$ cat src/cep_pkg.sv
// ----------------------------------------------------------------------------
// cep_pkg: shared constants for the Chebyshev series evaluator
// Holds the field widths, operation and register codes and the fixed-point
// constants shared by the evaluator, its multiplier and its coefficient store.
// ----------------------------------------------------------------------------
`timescale 1ns / 1ps

package cep_pkg;

    localparam int MAX_ORDER_DEF = 15;

    localparam int ORDER_W    = 4;
    localparam int COEF_W     = 32;
    localparam int T_W        = 32;
    localparam int MUL_W      = 33;
    localparam int PROD_W     = 2 * MUL_W;
    localparam int TERM_W     = 34;
    localparam int OUT_W      = 48;
    localparam int CFG_IDX_W  = 4;
    localparam int CFG_DATA_W = 32;

    localparam logic OP_WRITE = 1'b0;
    localparam logic OP_EVAL  = 1'b1;

    localparam logic [CFG_IDX_W-1:0] REG_X_ORDER = CFG_IDX_W'(0);
    localparam logic [CFG_IDX_W-1:0] REG_Y_ORDER = CFG_IDX_W'(1);

    localparam logic [ORDER_W-1:0] ORDER_RST = ORDER_W'(10);

    localparam logic signed [T_W-1:0] T_ONE  = 32'sh4000_0000;
    localparam logic signed [T_W-1:0] T_SMAX = 32'sh7fff_ffff;
    localparam logic signed [T_W-1:0] T_SMIN = 32'sh8000_0000;

    localparam logic signed [PROD_W-1:0] RND28  = PROD_W'(64'sd268435456);
    localparam logic signed [PROD_W-1:0] RND29  = PROD_W'(64'sd536870912);
    localparam logic signed [PROD_W-1:0] T_MAXP = PROD_W'(64'sd2147483647);
    localparam logic signed [PROD_W-1:0] T_MINP = PROD_W'(-64'sd2147483648);

endpackage

$ cat src/cep_mul.sv
// ----------------------------------------------------------------------------
// cep_mul: shared signed multiplier
// One signed multiply per cycle with a registered product; every product of
// the evaluator passes through this unit.
// ----------------------------------------------------------------------------
`timescale 1ns / 1ps

module cep_mul (
    input  logic                                i_clk,
    input  logic signed [cep_pkg::MUL_W-1:0]    i_a,
    input  logic signed [cep_pkg::MUL_W-1:0]    i_b,
    output logic signed [cep_pkg::PROD_W-1:0]   o_p
);

    logic signed [cep_pkg::PROD_W-1:0] r_p;

    always_ff @(posedge i_clk) begin
        r_p <= i_a * i_b;
    end

    assign o_p = r_p;

endmodule

$ cat config.mk
export PLATFORM = sky130hd
export DESIGN_NAME = cep_mul
export DESIGN_NICKNAME = d
export VERILOG_FILES = /design/src/cep_pkg.sv /design/src/cep_mul.sv
export SDC_FILE = /design/constraint.sdc
export NUM_CORES = 2
export LEC_CHECK = 0
export BUFFER_PORTS_ARGS = -buffer_cell sky130_fd_sc_hd__buf_4
export CORE_MARGIN = 2
export CORE_UTILIZATION = 35
export DETAILED_ROUTE_END_ITERATION = 16
export REMOVE_ABC_BUFFERS = 1
export SLEW_MARGIN = 10
export SYNTH_ARGS = -nofsm -noshare
export SYNTH_HDL_FRONTEND = slang
export SYNTH_SLANG_ARGS = --single-unit
$ cat constraint.sdc
create_clock -name i_clk -period 10.6 [get_ports i_clk]
set_input_delay 1.59 -clock i_clk [delete_from_list [all_inputs] [get_ports i_clk]]
set_output_delay 1.59 -clock i_clk [all_outputs]
set_load 0.01 [all_outputs]
# --- Word-level counts from Yosys, hierarchy flattened ---
# Index checks and enable logic that the tools add are counted.
# W data, S select, Z words.
word_totals:
  wordCells: 2
  latchBits: 0
  output_inout_bits: 66
  register_bits: 66
  mem_bits_rw: 0
  mem_bits_ro: 0
  memories: 0
classes:
  n_lt_le_gt_ge: 0
  n_reduce_logical: 0
  bitwise_logic: 0
  div_mod_pow: 0
  n_mux: 0
  add_sub_neg: 0
  mul: 1
  n_shift: 0
  n_eq_ne: 0
op_table:
  columns: ["cell", "n"]
  rows:
  - ["$mul A33 B33 Y66", 1]

# --- Depth between registers and ports, before layout ---
logic_depth:
  depth_word: 1
  mapped_depth: 27
  ltp_nobuf: 26

# --- Worst setup path before layout ---
# No wires, ideal clock.
synth_timing:
  path_type: "input to register"
  from: "input port i_a[32] in the netlist's numbering"
  to: "register r_p, in the netlist o_p[62]"
  path_slack_ps: 1774
  setup_ps: 79
  required_time_ps: 10521
  n_path_buf: 2
  t_arrival_ps: 8747
  cell_stages: 23
  cell_sequence: "clkbuf_1 -> nand2_1 -> inv_1 -> fa_1 -> fa_1 -> fa_1 -> fa_1 -> fa_1 -> fa_1 -> fa_1 -> inv_1 -> fa_1 -> inv_1 -> ha_1 -> clkbuf_1 -> and3_1 -> nand3_1 -> nand2b_1 -> a2111oi_4 -> a211oi_4 -> a21o_2 -> a21o_1 -> a211oi_2"
synth_via:
  elab_chain_len: 1
synth_rtl:
  columns: ["item", "line", "source"]
  rows:
  - ["from (decl)", "cep_mul.sv:10", "input logic signed [cep_pkg::MUL_W-1:0] i_a,"]
  - ["$mul A33 B33 Y66", "cep_mul.sv:18", "r_p <= i_a * i_b;"]
  - ["to (signal assigned)", "cep_mul.sv:18", null]
  - ["to (decl)", "cep_mul.sv:15", "logic signed [cep_pkg::PROD_W-1:0] r_p;"]
# Every way passes these cells.

# --- Worst setup path after layout ---
layout_timing:
  from: "input port i_b[6] in the netlist's numbering"
  to: "register r_p, in the netlist o_p[65]"
layout_via:
  elab_chain_len: 1
layout_rtl:
  columns: ["item", "line", "source"]
  rows:
  - ["from (decl)", "cep_mul.sv:11", "input logic signed [cep_pkg::MUL_W-1:0] i_b,"]
  - ["$mul A33 B33 Y66", "cep_mul.sv:18", null]
# Every way passes these cells.

==> flow_summary_export.csv <==
group,metric,value,unit
setup_path,path_class,"primary input to register",
synth,synthTopCellsByArea,"fa_1 56%, inv_1 10%, and2_1 8.6%",
synth,synth_warnings,0,
finish,multiInputGateArea,34300,sq um
floorplan,io_pins,133,
sta,setup_tns,0,ns
global_routing,grt_max_degree,34,
clock_network,cts_buffer_depth,2,
global_routing,grt_pass1_wl,174000,um
synth,ys_types,80,
clock_network,cts.sink_count,66,
synth,synth_cells,4338,
synth,ys_ff_latch,66,
sta,hold_viol_final,0,
setup_path,worst_path_most_repeated_cell,"fa_1",
clock_network,ctsResizeCount,0,
clock_network,cts_tree,"yes",
sta,max_freq,0.108,GHz
floorplan,core,116000,sq um
global_routing,antenna_found_initial,4,
synth,async_flop_share,0,%
setup_path,worst-path-max-fanout,33,
place,dp_hpwl,90000,um
setup_path,critPathLaunchType,"primary input",
setup_path,worstPathRequired,10.86,ns
floorplan,die_x,345,um
drt,routed_wl,107000,um
floorplan,start_util,35.2,%
finish,num-fill-cells,11700,
finish,finalNetCount,5700,
place,port_buffers,132,
drt,vias_per_cell,4.84,
floorplan,die_h,345,um
floorplan,num_rows,125,
place,gp_congestion,0.912,
synth,synth_edf_count,0,
synth,syn_area_per_cell,9.39,sq um
synth,synth_most_common_cell,"fa_1",
floorplan,dieArea,119000,sq um
drt,firstDrtPassIters,7,
sta,max_slew_margin,26.9,%
hold_path,hp-class,"primary input to register",
global_routing,grtUsageTotal,18.7,%
setup_path,cp-end-kind,"register",
sta,finalCritPeriodShare,87.3,%
sta,setup_viol,0,
setup_path,crit_chain,"buf_4, nand2_1, inv_1, fa_1, fa_1, inv_1, fa_1, inv_1, fa_1, fa_1, fa_1, fa_1, inv_1, fa_1, inv_1, ha_1, a21o_1, a21o_1, a21oi_1, and3_1, a21oi_1, a21oi_4, o21ai_1, xnor2_1",
sta,worst_pin_slew,1.09,ns
drt,dr_total_vias,28100,
synth,yosysTopAreaCell,"fa_1",
clock_network,root_buffer,"clkbuf_16",
synth,synth_ff_type,"dfxtp_1",
synth,synth_common_cells,"1145 x fa_1, 1131 x inv_1, 562 x and2_1, 551 x nand2_1, 217 x ha_1",
finish,syn_to_final_growth,5.98,%
synth,synth.top_cell.area_share,56.3,%
clock_network,clkTransAtPathRegs,0.07,ns
setup_path,critPathTopFamily,"adder cells",
global_routing,grt_pass1_vias,31200,
setup_path,crit_arrival,9.52,ns
status,outcome,"finished, final reports clean",
sta,finalMaxSlewViolations,0,
setup_path,path_buf_inv,6,
finish,seqCellArea,1320,sq um
clock_network,post_cts_buffers,0,
drt,wl_per_cell,18.5,um
finish,largest_reg_flops,66,
drt,final_antenna_net_count,0,
drt,drc,0,
global_routing,overflow,0,
sta,fin_crit,9.26,ns
synth,ys_seq_area_share,3.24,%
synth,syn_area,40700,sq um
clock_network,numCtsBuffers,9,
sta,rsz0062_at_grt,"false",
setup_path,max_stage_delay,1.17,ns
flow_run,cap_violations,0,
clock_network,holdBufCountCts,0,
clock_network,htreeDepth,3,
finish,layout-drive-gt1-share,4.58,%
setup_path,cp_slowest_cell,"fa_1",
drt,drt-initial-drc-count,1386,
per-stage QoR:
step	hold slack [ns]	util, %	setup WS [ns]	cells	area (sq um)
floorplan	1.71	-	2.13	4117	39900
global placement	1.98	37.0	1.03	5784	42900
detailed placement	1.98	37.0	0.950	5784	42900
CTS	1.75	37.3	1.33	5800	43200
global route	1.78	37.3	0.881	5800	43200
finish	1.80	37.3	1.34	5802	43200
routing by layer:
metal  global-route usage (%)  wire length (um)  vias up
met4                     4.33              2550        0
li1                         -                 -    12200
met3                     3.11              6140      148
met1                     24.8             45100    15000
met2                     31.9             53600      758
met5                        0                 0        -
area by class of cell:
cell class / count / share of cell area (%)
diodes: 2 / 0.0116
inverters: 1131 / 9.83
well taps: 1524 / 4.42
multi-input cells: 2920 / 79.5
flip-flops and latches: 66 / 3.06
clock inverters: 7 / 0.177
clock buffers: 9 / 0.522
repair buffers: 143 / 2.49
logic make-up (layout without fill, tap and decap cells):
group | Yosys count | after routing | share of synthesized area (%)
AOI/OAI and AO/OA | 219 | 219 | 4.07
xor gates and xnor gates | 68 | 68 | 1.46
adders and majority gates | 1362 | 1362 | 62.9
buffers and inverters | 1352 | 1290 | 12.5
DFF | 66 | 66 | 3.24
other | 0 | 2 | 0
and+or+nand+nor | 1271 | 1271 | 15.8
worst paths after layout:
path               start              end  slack (ns)  cells past startpoint
hold / removal    i_b[0]   o_p[0]$_DFF_P_        1.80                      2
setup / recovery  i_b[6]  o_p[65]$_DFF_P_        1.34                     24
cells in the final DEF (no fill, tap or decap), drive strengths merged, types with 9 or more instances in the layout:
cell type     n
fa         1145
inv        1133
and2        563
nand2       551
ha          217
buf         143
nor2         68
dfxtp        66
a21oi        61
xnor2        43
a21o         38
o21ai        33
nand3        26
xor2         25
nand2b       12
nand4        12
o21bai       11
a211oi       11
clkbuf        9
a31oi         9
Power is not shown: default switching activity piles up to over one toggle a cycle in this logic, so the estimate is an artifact.
